===== config.mk =====
export PLATFORM = sky130hd
export DESIGN_NAME = operator_precedence_expr_parser_top
export DESIGN_NICKNAME = d
export VERILOG_FILES = /design/src/rtl/opp_pkg.sv /design/src/rtl/opp_ram.sv /design/src/rtl/opp_rule_match.sv /design/src/rtl/operator_precedence_expr_parser_top.sv
export SDC_FILE = /design/constraint.sdc
export NUM_CORES = 1
export LEC_CHECK = 0
export BUFFER_PORTS_ARGS = -buffer_cell sky130_fd_sc_hd__buf_2
export CELL_PAD_IN_SITES_DETAIL_PLACEMENT = 2
export CELL_PAD_IN_SITES_GLOBAL_PLACEMENT = 2
export CORE_MARGIN = 3
export CORE_UTILIZATION = 48
export DETAILED_ROUTE_END_ITERATION = 10
export GPL_TIMING_DRIVEN = 0
export PLACE_DENSITY_LB_ADDON = 0.3
export SETUP_SLACK_MARGIN = 0.4
export SLEW_MARGIN = 20
export SYNTH_ARGS = -nofsm -noshare
export SYNTH_HDL_FRONTEND = slang
export SYNTH_SLANG_ARGS = --single-unit
export TNS_END_PERCENT = 10

===== constraint.sdc =====
create_clock -name clk_i -period 8.27 [get_ports clk_i]
set_input_delay 0.827 -clock clk_i [delete_from_list [all_inputs] [get_ports clk_i]]
set_output_delay 0.827 -clock clk_i [all_outputs]
set_load 0.05 [all_outputs]

===== src/rtl/opp_pkg.sv =====
// Package for the operator-precedence expression parser.
// Holds the transaction types, symbol and class codes, the precedence table and the FSM states.
// No dependencies.
`timescale 1ns / 1ps
`default_nettype none

package opp_pkg;

  localparam int unsigned STACK_DEPTH_DEFAULT = 32;
  localparam int unsigned SYM_W = 7;
  localparam int unsigned RUN_CNT_W = 6;
  localparam logic [RUN_CNT_W-1:0] RUN_LIMIT = 6'd33;

  localparam logic [SYM_W-1:0] SYM_NT     = 7'd64;
  localparam logic [SYM_W-1:0] SYM_HANDLE = 7'd65;
  localparam logic [SYM_W-1:0] SYM_BOTTOM = 7'd66;

  localparam logic [3:0] CLS_ADD    = 4'd0;
  localparam logic [3:0] CLS_MUL    = 4'd1;
  localparam logic [3:0] CLS_REL    = 4'd2;
  localparam logic [3:0] CLS_NOTNIL = 4'd3;
  localparam logic [3:0] CLS_COAL   = 4'd4;
  localparam logic [3:0] CLS_LPAR   = 4'd5;
  localparam logic [3:0] CLS_RPAR   = 4'd6;
  localparam logic [3:0] CLS_OPND   = 4'd7;
  localparam logic [3:0] CLS_END    = 4'd8;
  localparam logic [3:0] ROW_DOLLAR = 4'd8;

  localparam logic [2:0] VAR_ADD_MAX = 3'd1;
  localparam logic [2:0] VAR_REL_MAX = 3'd5;

  typedef enum logic [2:0] {
    ACT_ERR,
    ACT_SHIFT,
    ACT_REDUCE,
    ACT_EQUAL,
    ACT_END
  } opp_act_e;

  typedef enum logic [1:0] {
    EV_REDUCED,
    EV_ACCEPT,
    EV_ERROR,
    EV_OVERFLOW
  } opp_kind_e;

  typedef enum logic [2:0] {
    RULE_PAREN,
    RULE_OPERAND,
    RULE_ADD,
    RULE_MUL,
    RULE_REL,
    RULE_COAL,
    RULE_NOTNIL
  } opp_rule_e;

  typedef enum logic [3:0] {
    ST_IDLE,
    ST_DECIDE,
    ST_SH_MARK,
    ST_SH_MID,
    ST_SH_TOK,
    ST_EQ_PUSH,
    ST_RED,
    ST_RD2,
    ST_REDX,
    ST_WB,
    ST_REFILL,
    ST_FLUSH
  } opp_state_e;

  typedef struct packed {
    logic [3:0] token_class;
    logic [2:0] op_variant;
  } opp_in_t;

  typedef struct packed {
    logic [1:0] event_kind;
    logic [2:0] rule_used;
    logic [2:0] reduced_variant;
    logic       last_of_run;
  } opp_out_t;

  typedef struct packed {
    logic [1:0]       cnt;
    logic [SYM_W-1:0] a;
    logic [SYM_W-1:0] b;
    logic [SYM_W-1:0] c;
  } opp_match_req_t;

  typedef struct packed {
    logic       ok;
    logic [2:0] rule;
    logic [2:0] variant;
  } opp_match_t;

  localparam opp_act_e PREC_TABLE [9][9] = '{
    '{ACT_REDUCE, ACT_SHIFT, ACT_REDUCE, ACT_SHIFT, ACT_REDUCE, ACT_SHIFT, ACT_REDUCE,
      ACT_SHIFT, ACT_REDUCE},
    '{ACT_REDUCE, ACT_REDUCE, ACT_REDUCE, ACT_SHIFT, ACT_REDUCE, ACT_SHIFT, ACT_REDUCE,
      ACT_SHIFT, ACT_REDUCE},
    '{ACT_SHIFT, ACT_SHIFT, ACT_ERR, ACT_SHIFT, ACT_REDUCE, ACT_SHIFT, ACT_REDUCE,
      ACT_SHIFT, ACT_REDUCE},
    '{ACT_REDUCE, ACT_REDUCE, ACT_REDUCE, ACT_ERR, ACT_REDUCE, ACT_ERR, ACT_REDUCE,
      ACT_ERR, ACT_REDUCE},
    '{ACT_SHIFT, ACT_SHIFT, ACT_SHIFT, ACT_SHIFT, ACT_SHIFT, ACT_SHIFT, ACT_REDUCE,
      ACT_SHIFT, ACT_REDUCE},
    '{ACT_SHIFT, ACT_SHIFT, ACT_SHIFT, ACT_SHIFT, ACT_SHIFT, ACT_SHIFT, ACT_EQUAL,
      ACT_SHIFT, ACT_ERR},
    '{ACT_REDUCE, ACT_REDUCE, ACT_REDUCE, ACT_REDUCE, ACT_REDUCE, ACT_ERR, ACT_SHIFT,
      ACT_ERR, ACT_REDUCE},
    '{ACT_REDUCE, ACT_REDUCE, ACT_REDUCE, ACT_REDUCE, ACT_REDUCE, ACT_ERR, ACT_REDUCE,
      ACT_ERR, ACT_REDUCE},
    '{ACT_SHIFT, ACT_SHIFT, ACT_SHIFT, ACT_SHIFT, ACT_SHIFT, ACT_SHIFT, ACT_ERR,
      ACT_SHIFT, ACT_END}
  };

endpackage

`default_nettype wire


===== src/rtl/opp_ram.sv =====
// Generic single-port-write, single-port-read RAM with a registered read.
// Used for the symbol stack. No dependencies.
`timescale 1ns / 1ps
`default_nettype none

module opp_ram #(
  parameter int unsigned Width = 8,
  parameter int unsigned Depth = 32
) (
  input  wire logic                     clk_i,
  input  wire logic                     we_i,
  input  wire logic [$clog2(Depth)-1:0] waddr_i,
  input  wire logic [Width-1:0]         wdata_i,
  input  wire logic [$clog2(Depth)-1:0] raddr_i,
  output logic      [Width-1:0]         rdata_o
);

  logic [Width-1:0] mem_q [Depth];

  always_ff @(posedge clk_i) begin
    if (we_i) begin
      mem_q[waddr_i] <= wdata_i;
    end
    rdata_o <= mem_q[raddr_i];
  end

endmodule

`default_nettype wire


===== src/rtl/opp_rule_match.sv =====
// Handle matcher: checks the symbols above a handle marker against the grammar rules.
// Depends on opp_pkg.
`timescale 1ns / 1ps
`default_nettype none

module opp_rule_match
  import opp_pkg::*;
(
  input  wire opp_match_req_t req_i,
  output opp_match_t          res_o
);

  logic [3:0] a_cls;
  logic [3:0] b_cls;
  logic [3:0] c_cls;
  logic       a_term;
  logic       b_term;
  logic       c_term;

  assign a_cls  = {1'b0, req_i.a[5:3]};
  assign b_cls  = {1'b0, req_i.b[5:3]};
  assign c_cls  = {1'b0, req_i.c[5:3]};
  assign a_term = !req_i.a[6];
  assign b_term = !req_i.b[6];
  assign c_term = !req_i.c[6];

  always_comb begin
    res_o = '0;
    case (req_i.cnt)
      2'd1: begin
        if (a_term && a_cls == CLS_OPND) begin
          res_o.ok   = 1'b1;
          res_o.rule = RULE_OPERAND;
        end
      end
      2'd2: begin
        if (req_i.a == SYM_NT && b_term && b_cls == CLS_NOTNIL) begin
          res_o.ok   = 1'b1;
          res_o.rule = RULE_NOTNIL;
        end
      end
      2'd3: begin
        if (a_term && a_cls == CLS_LPAR && req_i.b == SYM_NT && c_term && c_cls == CLS_RPAR)
        begin
          res_o.ok   = 1'b1;
          res_o.rule = RULE_PAREN;
        end else if (req_i.a == SYM_NT && req_i.c == SYM_NT && b_term) begin
          if (b_cls inside {CLS_ADD, CLS_MUL} && req_i.b[2:0] <= VAR_ADD_MAX) begin
            res_o.ok      = 1'b1;
            res_o.rule    = (b_cls == CLS_ADD) ? RULE_ADD : RULE_MUL;
            res_o.variant = req_i.b[2:0];
          end else if (b_cls == CLS_REL && req_i.b[2:0] <= VAR_REL_MAX) begin
            res_o.ok      = 1'b1;
            res_o.rule    = RULE_REL;
            res_o.variant = req_i.b[2:0];
          end else if (b_cls == CLS_COAL) begin
            res_o.ok   = 1'b1;
            res_o.rule = RULE_COAL;
          end
        end
      end
      default: begin
        res_o = '0;
      end
    endcase
  end

endmodule

`default_nettype wire


===== src/rtl/operator_precedence_expr_parser_top.sv =====
// Top level of the operator-precedence expression parser: sequencer, stack caches, output queue.
// Depends on opp_pkg, opp_ram and opp_rule_match.
//
// Usage: one token transaction enters on in_valid_i/in_data_i when in_stall_o is low; the
// block raises in_stall_o while it works on that token and lowers it once all of the
// token's results have been handed on. Results leave on out_valid_o/out_data_o and are
// taken when out_stall_i is low; last_of_run marks the final result of a token.
// Steps, as set by the sequencer and the single read port of the symbol stack RAM:
// a shift passes decide, two or three stack writes and flush; a reduction passes
// decide, match, write-back and refill when the handle lies one below the top, and
// decide, two reads, match, write-back and refill otherwise; an accept, error or
// overflow found in decide goes on to flush.
// One result waits internally and one in the output register, so the parser runs on
// while the receiver stalls until a third result is due; it then waits for the output.
// Reset empties the stack at once (only the top two entries are cached in flip-flops
// and the bottom marker is supplied by logic), so no clearing pass is needed.
`timescale 1ns / 1ps
`default_nettype none

module operator_precedence_expr_parser_top
  import opp_pkg::*;
#(
  parameter int unsigned StackDepth = STACK_DEPTH_DEFAULT
) (
  input  wire logic     clk_i,
  input  wire logic     rst_ni,
  input  wire logic     in_valid_i,
  output logic          in_stall_o,
  input  wire opp_in_t  in_data_i,
  output logic          out_valid_o,
  input  wire logic     out_stall_i,
  output opp_out_t      out_data_o
);

  localparam int unsigned PtrW = $clog2(StackDepth);
  localparam logic [PtrW:0] LastIdx = (PtrW + 1)'(StackDepth - 1);

  opp_state_e state_q, state_d;
  logic [PtrW-1:0]      top_q, top_d;
  logic [SYM_W-1:0]     t0_q, t0_d;
  logic [SYM_W-1:0]     t1_q, t1_d;
  logic [SYM_W-1:0]     s2_q, s2_d;
  logic [3:0]           cls_q, cls_d;
  logic [2:0]           var_q, var_d;
  logic                 eq_q, eq_d;
  logic [RUN_CNT_W-1:0] n_q, n_d;
  logic                 pend_valid_q, pend_valid_d;
  opp_out_t             pend_q, pend_d;
  logic                 out_valid_q, out_valid_d;
  opp_out_t             out_q, out_d;

  logic                 ram_we;
  logic [PtrW-1:0]      ram_waddr;
  logic [SYM_W-1:0]     ram_wdata;
  logic [PtrW-1:0]      ram_raddr;
  logic [SYM_W-1:0]     ram_rdata;

  opp_match_req_t       match_req;
  opp_match_t           match_res;

  logic                 out_free;
  logic                 hold;
  logic                 emit_req;
  opp_out_t             emit_item;
  logic                 clear_req;
  logic                 flush_fire;
  logic                 out_load;

  logic [SYM_W-1:0]     term_sym;
  logic [3:0]           row;
  opp_act_e             act;
  logic [SYM_W-1:0]     tok_sym;
  logic [SYM_W-1:0]     mid_sym;
  logic                 is_end;
  logic                 accept_cond;
  logic                 shift_ovf;
  logic                 eq_ovf;
  logic                 red_fail;
  logic                 red_more;
  logic                 redx_hit;
  logic [PtrW-1:0]      redx_cnt;

  opp_ram #(
    .Width(SYM_W),
    .Depth(StackDepth)
  ) u_stack (
    .clk_i  (clk_i),
    .we_i   (ram_we),
    .waddr_i(ram_waddr),
    .wdata_i(ram_wdata),
    .raddr_i(ram_raddr),
    .rdata_o(ram_rdata)
  );

  opp_rule_match u_match (
    .req_i(match_req),
    .res_o(match_res)
  );

  assign term_sym    = (t0_q == SYM_NT) ? t1_q : t0_q;
  assign row         = term_sym[6] ? ROW_DOLLAR : {1'b0, term_sym[5:3]};
  assign act         = PREC_TABLE[row][cls_q];
  assign tok_sym     = {1'b0, cls_q[2:0], (cls_q <= CLS_REL) ? var_q : 3'd0};
  assign mid_sym     = (t0_q == SYM_NT) ? SYM_NT : SYM_HANDLE;
  assign is_end      = (cls_q == CLS_END);
  assign accept_cond = (top_q == PtrW'(1)) && (t0_q == SYM_NT);
  assign shift_ovf   = ({1'b0, top_q} + (PtrW + 1)'(2)) > LastIdx;
  assign eq_ovf      = ({1'b0, top_q} + (PtrW + 1)'(1)) > LastIdx;
  assign red_fail    = (top_q == '0) || (t0_q == SYM_HANDLE) || (top_q == PtrW'(1)) ||
                       ((t1_q != SYM_HANDLE) && (top_q == PtrW'(2)));
  assign red_more    = (t1_q != SYM_HANDLE);
  assign redx_hit    = (s2_q == SYM_HANDLE) ||
                       ((top_q != PtrW'(3)) && (ram_rdata == SYM_HANDLE));
  assign redx_cnt    = (s2_q == SYM_HANDLE) ? PtrW'(2) : PtrW'(3);

  assign out_free    = !out_valid_q || !out_stall_i;
  assign hold        = pend_valid_q && !out_free;

  always_comb begin
    match_req = '0;
    if (state_q == ST_REDX) begin
      if (s2_q == SYM_HANDLE) begin
        match_req.cnt = 2'd2;
        match_req.a   = t1_q;
        match_req.b   = t0_q;
      end else begin
        match_req.cnt = 2'd3;
        match_req.a   = s2_q;
        match_req.b   = t1_q;
        match_req.c   = t0_q;
      end
    end else begin
      match_req.cnt = 2'd1;
      match_req.a   = t0_q;
    end
  end

  always_comb begin
    state_d = state_q;
    case (state_q)
      ST_IDLE: begin
        if (in_valid_i) begin
          state_d = (in_data_i.token_class > CLS_END) ? ST_FLUSH : ST_DECIDE;
        end
      end
      ST_DECIDE: begin
        if (!hold) begin
          if (is_end) begin
            state_d = (!accept_cond && act == ACT_REDUCE) ? ST_RED : ST_FLUSH;
          end else begin
            case (act)
              ACT_SHIFT: begin
                if (shift_ovf) begin
                  state_d = ST_FLUSH;
                end else begin
                  state_d = (t0_q == SYM_NT) ? ST_SH_MARK : ST_SH_MID;
                end
              end
              ACT_REDUCE: state_d = ST_RED;
              ACT_EQUAL:  state_d = eq_ovf ? ST_FLUSH : ST_EQ_PUSH;
              default:    state_d = ST_FLUSH;
            endcase
          end
        end
      end
      ST_SH_MARK: state_d = ST_SH_MID;
      ST_SH_MID:  state_d = ST_SH_TOK;
      ST_SH_TOK:  state_d = ST_FLUSH;
      ST_EQ_PUSH: state_d = ST_RED;
      ST_RED: begin
        if (!hold) begin
          if (n_q >= RUN_LIMIT || red_fail) begin
            state_d = ST_FLUSH;
          end else if (!red_more) begin
            state_d = match_res.ok ? ST_WB : ST_FLUSH;
          end else begin
            state_d = ST_RD2;
          end
        end
      end
      ST_RD2: state_d = ST_REDX;
      ST_REDX: begin
        if (!hold) begin
          state_d = (redx_hit && match_res.ok) ? ST_WB : ST_FLUSH;
        end
      end
      ST_WB:     state_d = ST_REFILL;
      ST_REFILL: state_d = eq_q ? ST_FLUSH : ST_DECIDE;
      ST_FLUSH: begin
        if (!pend_valid_q || out_free) begin
          state_d = ST_IDLE;
        end
      end
      default: state_d = ST_IDLE;
    endcase
  end

  always_comb begin
    top_d     = top_q;
    t0_d      = t0_q;
    t1_d      = t1_q;
    s2_d      = s2_q;
    cls_d     = cls_q;
    var_d     = var_q;
    eq_d      = eq_q;
    ram_we    = 1'b0;
    ram_waddr = top_q;
    ram_wdata = SYM_NT;
    ram_raddr = top_q;
    emit_req  = 1'b0;
    emit_item = '0;
    clear_req = 1'b0;
    case (state_q)
      ST_IDLE: begin
        if (in_valid_i) begin
          cls_d = in_data_i.token_class;
          var_d = in_data_i.op_variant;
          eq_d  = 1'b0;
          if (in_data_i.token_class > CLS_END) begin
            emit_req             = 1'b1;
            emit_item.event_kind = EV_ERROR;
            clear_req            = 1'b1;
          end
        end
      end
      ST_DECIDE: begin
        if (!hold) begin
          if (is_end) begin
            if (accept_cond) begin
              emit_req             = 1'b1;
              emit_item.event_kind = EV_ACCEPT;
              clear_req            = 1'b1;
            end else if (act != ACT_REDUCE) begin
              emit_req             = 1'b1;
              emit_item.event_kind = EV_ERROR;
              clear_req            = 1'b1;
            end
          end else begin
            case (act)
              ACT_SHIFT: begin
                if (shift_ovf) begin
                  emit_req             = 1'b1;
                  emit_item.event_kind = EV_OVERFLOW;
                  clear_req            = 1'b1;
                end
              end
              ACT_REDUCE: begin
                emit_req = 1'b0;
              end
              ACT_EQUAL: begin
                if (eq_ovf) begin
                  emit_req             = 1'b1;
                  emit_item.event_kind = EV_OVERFLOW;
                  clear_req            = 1'b1;
                end
              end
              default: begin
                emit_req             = 1'b1;
                emit_item.event_kind = EV_ERROR;
                clear_req            = 1'b1;
              end
            endcase
          end
        end
      end
      ST_SH_MARK: begin
        ram_we    = 1'b1;
        ram_waddr = top_q;
        ram_wdata = SYM_HANDLE;
      end
      ST_SH_MID: begin
        ram_we    = 1'b1;
        ram_waddr = top_q + PtrW'(1);
        ram_wdata = mid_sym;
      end
      ST_SH_TOK: begin
        ram_we    = 1'b1;
        ram_waddr = top_q + PtrW'(2);
        ram_wdata = tok_sym;
        top_d     = top_q + PtrW'(2);
        t1_d      = mid_sym;
        t0_d      = tok_sym;
      end
      ST_EQ_PUSH: begin
        ram_we    = 1'b1;
        ram_waddr = top_q + PtrW'(1);
        ram_wdata = tok_sym;
        top_d     = top_q + PtrW'(1);
        t1_d      = t0_q;
        t0_d      = tok_sym;
        eq_d      = 1'b1;
      end
      ST_RED: begin
        ram_raddr = top_q - PtrW'(2);
        if (!hold) begin
          if (n_q >= RUN_LIMIT) begin
            emit_req             = 1'b1;
            emit_item.event_kind = EV_OVERFLOW;
            clear_req            = 1'b1;
          end else if (red_fail || (!red_more && !match_res.ok)) begin
            emit_req             = 1'b1;
            emit_item.event_kind = EV_ERROR;
            clear_req            = 1'b1;
          end else if (!red_more) begin
            emit_req                  = 1'b1;
            emit_item.event_kind      = EV_REDUCED;
            emit_item.rule_used       = match_res.rule;
            emit_item.reduced_variant = match_res.variant;
            top_d                     = top_q - PtrW'(1);
          end
        end
      end
      ST_RD2: begin
        s2_d      = ram_rdata;
        ram_raddr = top_q - PtrW'(3);
      end
      ST_REDX: begin
        ram_raddr = top_q - PtrW'(3);
        if (!hold) begin
          emit_req = 1'b1;
          if (redx_hit && match_res.ok) begin
            emit_item.event_kind      = EV_REDUCED;
            emit_item.rule_used       = match_res.rule;
            emit_item.reduced_variant = match_res.variant;
            top_d                     = top_q - redx_cnt;
          end else begin
            emit_item.event_kind = EV_ERROR;
            clear_req            = 1'b1;
          end
        end
      end
      ST_WB: begin
        ram_we    = 1'b1;
        ram_waddr = top_q;
        ram_wdata = SYM_NT;
        ram_raddr = top_q - PtrW'(1);
        t0_d      = SYM_NT;
      end
      ST_REFILL: begin
        t1_d = (top_q == PtrW'(1)) ? SYM_BOTTOM : ram_rdata;
      end
      ST_FLUSH: begin
        emit_req = 1'b0;
      end
      default: begin
        emit_req = 1'b0;
      end
    endcase
    if (clear_req) begin
      top_d = '0;
      t0_d  = SYM_BOTTOM;
      t1_d  = SYM_BOTTOM;
    end
    if (state_q == ST_IDLE) begin
      n_d = '0;
    end else if (emit_req) begin
      n_d = n_q + RUN_CNT_W'(1);
    end else begin
      n_d = n_q;
    end
  end

  // A new result displaces the waiting one into the output register; the flush marks the
  // waiting one as the last of its token.
  always_comb begin
    flush_fire   = (state_q == ST_FLUSH) && pend_valid_q && out_free;
    out_load     = (emit_req && pend_valid_q) || flush_fire;
    out_d        = out_q;
    if (out_load) begin
      out_d             = pend_q;
      out_d.last_of_run = flush_fire;
    end
    out_valid_d  = out_load || (out_valid_q && out_stall_i);
    pend_d       = emit_req ? emit_item : pend_q;
    pend_valid_d = emit_req || (pend_valid_q && !flush_fire);
  end

  always_ff @(posedge clk_i or negedge rst_ni) begin
    if (!rst_ni) begin
      state_q      <= ST_IDLE;
      top_q        <= '0;
      t0_q         <= SYM_BOTTOM;
      t1_q         <= SYM_BOTTOM;
      eq_q         <= 1'b0;
      n_q          <= '0;
      pend_valid_q <= 1'b0;
      out_valid_q  <= 1'b0;
    end else begin
      state_q      <= state_d;
      top_q        <= top_d;
      t0_q         <= t0_d;
      t1_q         <= t1_d;
      eq_q         <= eq_d;
      n_q          <= n_d;
      pend_valid_q <= pend_valid_d;
      out_valid_q  <= out_valid_d;
    end
  end

  always_ff @(posedge clk_i) begin
    s2_q   <= s2_d;
    cls_q  <= cls_d;
    var_q  <= var_d;
    pend_q <= pend_d;
    out_q  <= out_d;
  end

  assign in_stall_o  = (state_q != ST_IDLE);
  assign out_valid_o = out_valid_q;
  assign out_data_o  = out_q;

  a_top_range: assert property (@(posedge clk_i) disable iff (!rst_ni)
    {1'b0, top_q} <= LastIdx)
    else $error("stack pointer beyond the last entry");

  a_nt_above_bottom: assert property (@(posedge clk_i) disable iff (!rst_ni)
    (t0_q == SYM_NT) |-> (top_q != '0))
    else $error("expression symbol cached at the bottom position");

  a_idle_no_pending: assert property (@(posedge clk_i) disable iff (!rst_ni)
    (state_q == ST_IDLE) |-> !pend_valid_q)
    else $error("result still pending while ready for a new token");

  a_bad_class: assert property (@(posedge clk_i) disable iff (!rst_ni)
    (in_valid_i && !in_stall_o && in_data_i.token_class > CLS_END) |=>
      (pend_valid_q && pend_q.event_kind == EV_ERROR && top_q == '0))
    else $error("unknown class did not raise a syntax error");

  a_flush_marks_last: assert property (@(posedge clk_i) disable iff (!rst_ni)
    flush_fire |=> (state_q == ST_IDLE && out_valid_q && out_q.last_of_run))
    else $error("final result of a token not marked as last");

endmodule

`default_nettype wire

==> impl_metrics.env <==
export IMPL_timing_critical_path_fanout_max=10
export IMPL_ir_worst_vdd_mv=0.243
export IMPL_io_pin_count=22
export IMPL_netlist_instances=969
export IMPL_h_tree_depth=1
export IMPL_grt_antenna_before_repair=0
export IMPL_first_pass_iters=5
export IMPL_synth_seq_area_share_pct=63.2
export IMPL_critical_path_arrival_ns=5.43
export IMPL_wire_length_of_the_first_global_routing_pass_um=66200
export IMPL_fmax_mhz=191
export IMPL_die_w_um=174
export IMPL_post_cts_resize_count=0
export IMPL_top_count_cell_post_synth="sky130_fd_sc_hd__edfxtp_1"
export IMPL_dieArea_um2=30400
export IMPL_finalWirelength_um=44100
export IMPL_insertedDiodeCount=0
export IMPL_floorplan_initialDensity_pct=48.9
export IMPL_status="completed"
export IMPL_finClkSkew_ns=0.0467
export IMPL_num_fill_cells=2512
export IMPL_synthTopCellsByCount="255 x sky130_fd_sc_hd__edfxtp_1, 91 x sky130_fd_sc_hd__nor2_1, 68 x sky130_fd_sc_hd__nand2_1, 56 x sky130_fd_sc_hd__mux4_2, 48 x sky130_fd_sc_hd__o21ai_0"
export IMPL_design_core_area_um2=27900
export IMPL_grt_remaining_overflow=0
export IMPL_vias_in_the_first_global_route=10100
export IMPL_maxSlewHeadroom_pct=30.7
export IMPL_ys_seq_elements=294
export IMPL_cts_post_setup_buffers_inserted=0
export IMPL_post_route_util_pct=55.2
export IMPL_post_synth_top_area_fraction_pct=56.2
export IMPL_cts_tree="done"
export IMPL_route_vias_total=9164
export IMPL_synth_edff_count=255
export IMPL_max_slew_worst_pin_slew_ns=1.04
export IMPL_route_antenna_remaining_nets=0
export IMPL_place_hpwl_um=29300
export IMPL_period_needed_ns=5.25
export IMPL_cp_required_ns=8.45
export IMPL_fin_area_um2=15400
export IMPL_cell_pwr_density_nw_per_um2=420
export IMPL_globalRouteTotalUtil_pct=29.1
export IMPL_detail_route_vias_per_cell=6.42
export IMPL_timing_hold_ws_ns=0.350
export IMPL_gp_congestion=0.871
export IMPL_setup_tns_final_ns=0
export IMPL_post_route_drc_count=0
export IMPL_area_growth_pct=12.8
export IMPL_clkSlewWorstSetupHoldPaths_ns=0.06
export IMPL_timing_max_cap_violations=0
export IMPL_final_nets=1054
export IMPL_wire_per_inst_um=30.9
export IMPL_pins_over_their_slew_limit=0
export IMPL_placement_io_buffers=21
export IMPL_cts_hold_buf=0
export IMPL_clock_tree_root_cell="sky130_fd_sc_hd__clkbuf_16"
export IMPL_numClockSinks=294
export IMPL_drt_iter0_drc=843
export IMPL_timing_critical_path_from_type="flip-flop"
export IMPL_post_syn_nets=997
export IMPL_worstHoldPathType="input pin to async pin"
export IMPL_count_of_unique_library_cells_instantiated_by_yosys=80
export IMPL_synthTopCellsByArea="sky130_fd_sc_hd__edfxtp_1 56%, sky130_fd_sc_hd__mux4_2 9.3%, sky130_fd_sc_hd__dfrtp_1 5.1%"
export IMPL_timing_worst_setup_path_type="flip-flop to flip-flop"
export IMPL_postSynth_topFlopCell="sky130_fd_sc_hd__edfxtp_1"
export IMPL_setup_violations=0
export IMPL_tritoncts_num_buffers=30
export IMPL_critPathCaptureType="flip-flop"
export IMPL_netlist_area_um2=13600
export IMPL_place_area_um2=14200
export IMPL_leakagePower_nw=5.20
export IMPL_synthDominantAreaCellType="sky130_fd_sc_hd__edfxtp_1"
export IMPL_yosys_warnings=0
export IMPL_power_mw=6.45
export IMPL_drive_above_1_share_pct=18.6
export IMPL_report_final_hold_viol_count=0
export IMPL_synth_area_per_cell_um2=14.1
export IMPL_maximum_number_of_pins_on_one_net_before_global_route_repair=42
export IMPL_period_share_pct=63.4
export IMPL_unrepaired_setup_endpoints_after_global_routing="no"
export IMPL_clock_path_buffers=3
export IMPL_die_ht_um=174
export IMPL_clkLatencyLatePin_ns=0.60
export IMPL_asyncSetResetFlopFracSynth_pct=10.9
export IMPL_std_cell_rows=61
==> power breakdown <==
group	switching, mW	internal [mW]	leakage (nW)	total [mW]
Clock	0.616	0.889	0.508	1.50
Combinational	1.88	1.04	1.82	2.93
Sequential	0.132	1.89	2.88	2.02
Total	2.63	3.82	5.20	6.45
==> flip-flops by register name, indices dropped and copies added (netlist names), 5 cells and up <==
| name | count |
|---|---|
| t0_q | 7 |
| out_data_o | 9 |
| s2_q | 7 |
| u_stack.mem_q | 224 |
| pend_q | 8 |
| u_stack.rdata_o | 7 |
| top_q | 5 |
| n_q | 6 |
| t1_q | 7 |
==> cell usage in the layout, fill, tap and decap left out, types with 20 or more instances in the layout <==
| cell type | n |
|---|---|
| sky130_fd_sc_hd__nor3_1 | 20 |
| sky130_fd_sc_hd__nor2_1 | 91 |
| sky130_fd_sc_hd__a21oi_1 | 36 |
| sky130_fd_sc_hd__clkbuf_16 | 30 |
| sky130_fd_sc_hd__edfxtp_1 | 255 |
| sky130_fd_sc_hd__o21ai_0 | 48 |
| sky130_fd_sc_hd__buf_2 | 37 |
| sky130_fd_sc_hd__clkbuf_1 | 30 |
| sky130_fd_sc_hd__nand2_1 | 68 |
| sky130_fd_sc_hd__mux4_2 | 56 |
| sky130_fd_sc_hd__dfrtp_1 | 28 |
| sky130_fd_sc_hd__inv_1 | 24 |
==> layer usage <==
| layer | part of all wire, % | routed length [um] | global-route usage [%] |
|---|---|---|---|
| met4 | 5.2 | 2310 | 14.1 |
| met3 | 3.7 | 1630 | 3.54 |
| met2 | 51 | 22500 | 50.9 |
| met5 | 0 | 0 | 0 |
| met1 | 40 | 17700 | 36.0 |
==> layout make-up <==
cell class / count / area (um2) / share of cell area (%)
flip-flops and latches: 294 / 8600 / 56.0
multi-input cells: 599 / 4720 / 30.7
clock buffers: 32 / 758 / 4.93
well taps: 378 / 473 / 3.08
clock inverters: 24 / 337 / 2.19
plain buffers: 51 / 225 / 1.47
repair buffers: 25 / 155 / 1.01
inverters: 25 / 93.8 / 0.611
==> stage by stage <==
stage               setup slack [ns]  std cells
floorplan                       4.15        969
global placement                3.15       1368
detailed placement              3.06       1369
CTS                             3.03       1425
global route                    2.73       1428
finish                          3.02       1428
==> worst max-delay path, cell delays in order, from the launching register on <==
cell and delay, ns:
sky130_fd_sc_hd__dfrtp_1 0.38, sky130_fd_sc_hd__buf_4 0.18, sky130_fd_sc_hd__nor4_4 0.41, sky130_fd_sc_hd__and3_1 0.20, sky130_fd_sc_hd__clkbuf_1 0.37, sky130_fd_sc_hd__a21oi_1 0.13, sky130_fd_sc_hd__nor2_1 0.23, sky130_fd_sc_hd__inv_1 0.09
sky130_fd_sc_hd__ha_1 0.22, sky130_fd_sc_hd__nand2b_1 0.11, sky130_fd_sc_hd__a211oi_1 0.08, sky130_fd_sc_hd__a211oi_1 0.34, sky130_fd_sc_hd__a311o_1 0.38, sky130_fd_sc_hd__a21oi_2 0.14, sky130_fd_sc_hd__a311oi_4 0.44, sky130_fd_sc_hd__o22ai_2 0.19
sky130_fd_sc_hd__buf_2 0.23, sky130_fd_sc_hd__o22ai_1 0.73
==> cells by family (layout without fill, tap and decap cells) <==
family          Yosys count  after routing  share of synthesized area, %
flops                   294            294                          63.2
simple gates            283            283                          10.3
compound gates          197            197                          10.0
mux                      89             89                          11.8
buf+inv                  76            157                          2.34
fa+ha+maj                17             17                          1.56
xor+xnor                 13             13                         0.836
==> path summary, 6_finish.rpt <==
check | start | endpoint | slack [ns] | cells past startpoint
setup reg to reg | t0_q[4]$_DFFE_PN0P_ | out_data_o[0]$_DFFE_PP_ | 3.02 | 17
min in group clk_i | pend_q[4]$_DFFE_PP_ | out_data_o[4]$_DFFE_PP_ | 0.42 | 0
max in group asynchronous | rst_ni | t0_q[5]$_DFFE_PN0P_ | 7.37 | 1
hold / removal | rst_ni | n_q[0]$_DFFE_PN0P_ | 0.35 | 1
hold reg to reg | pend_q[4]$_DFFE_PP_ | out_data_o[4]$_DFFE_PP_ | 0.42 | 0
setup / recovery | t0_q[4]$_DFFE_PN0P_ | out_data_o[0]$_DFFE_PP_ | 3.02 | 17
No activity file was read; power rests on OpenSTA's default activity.
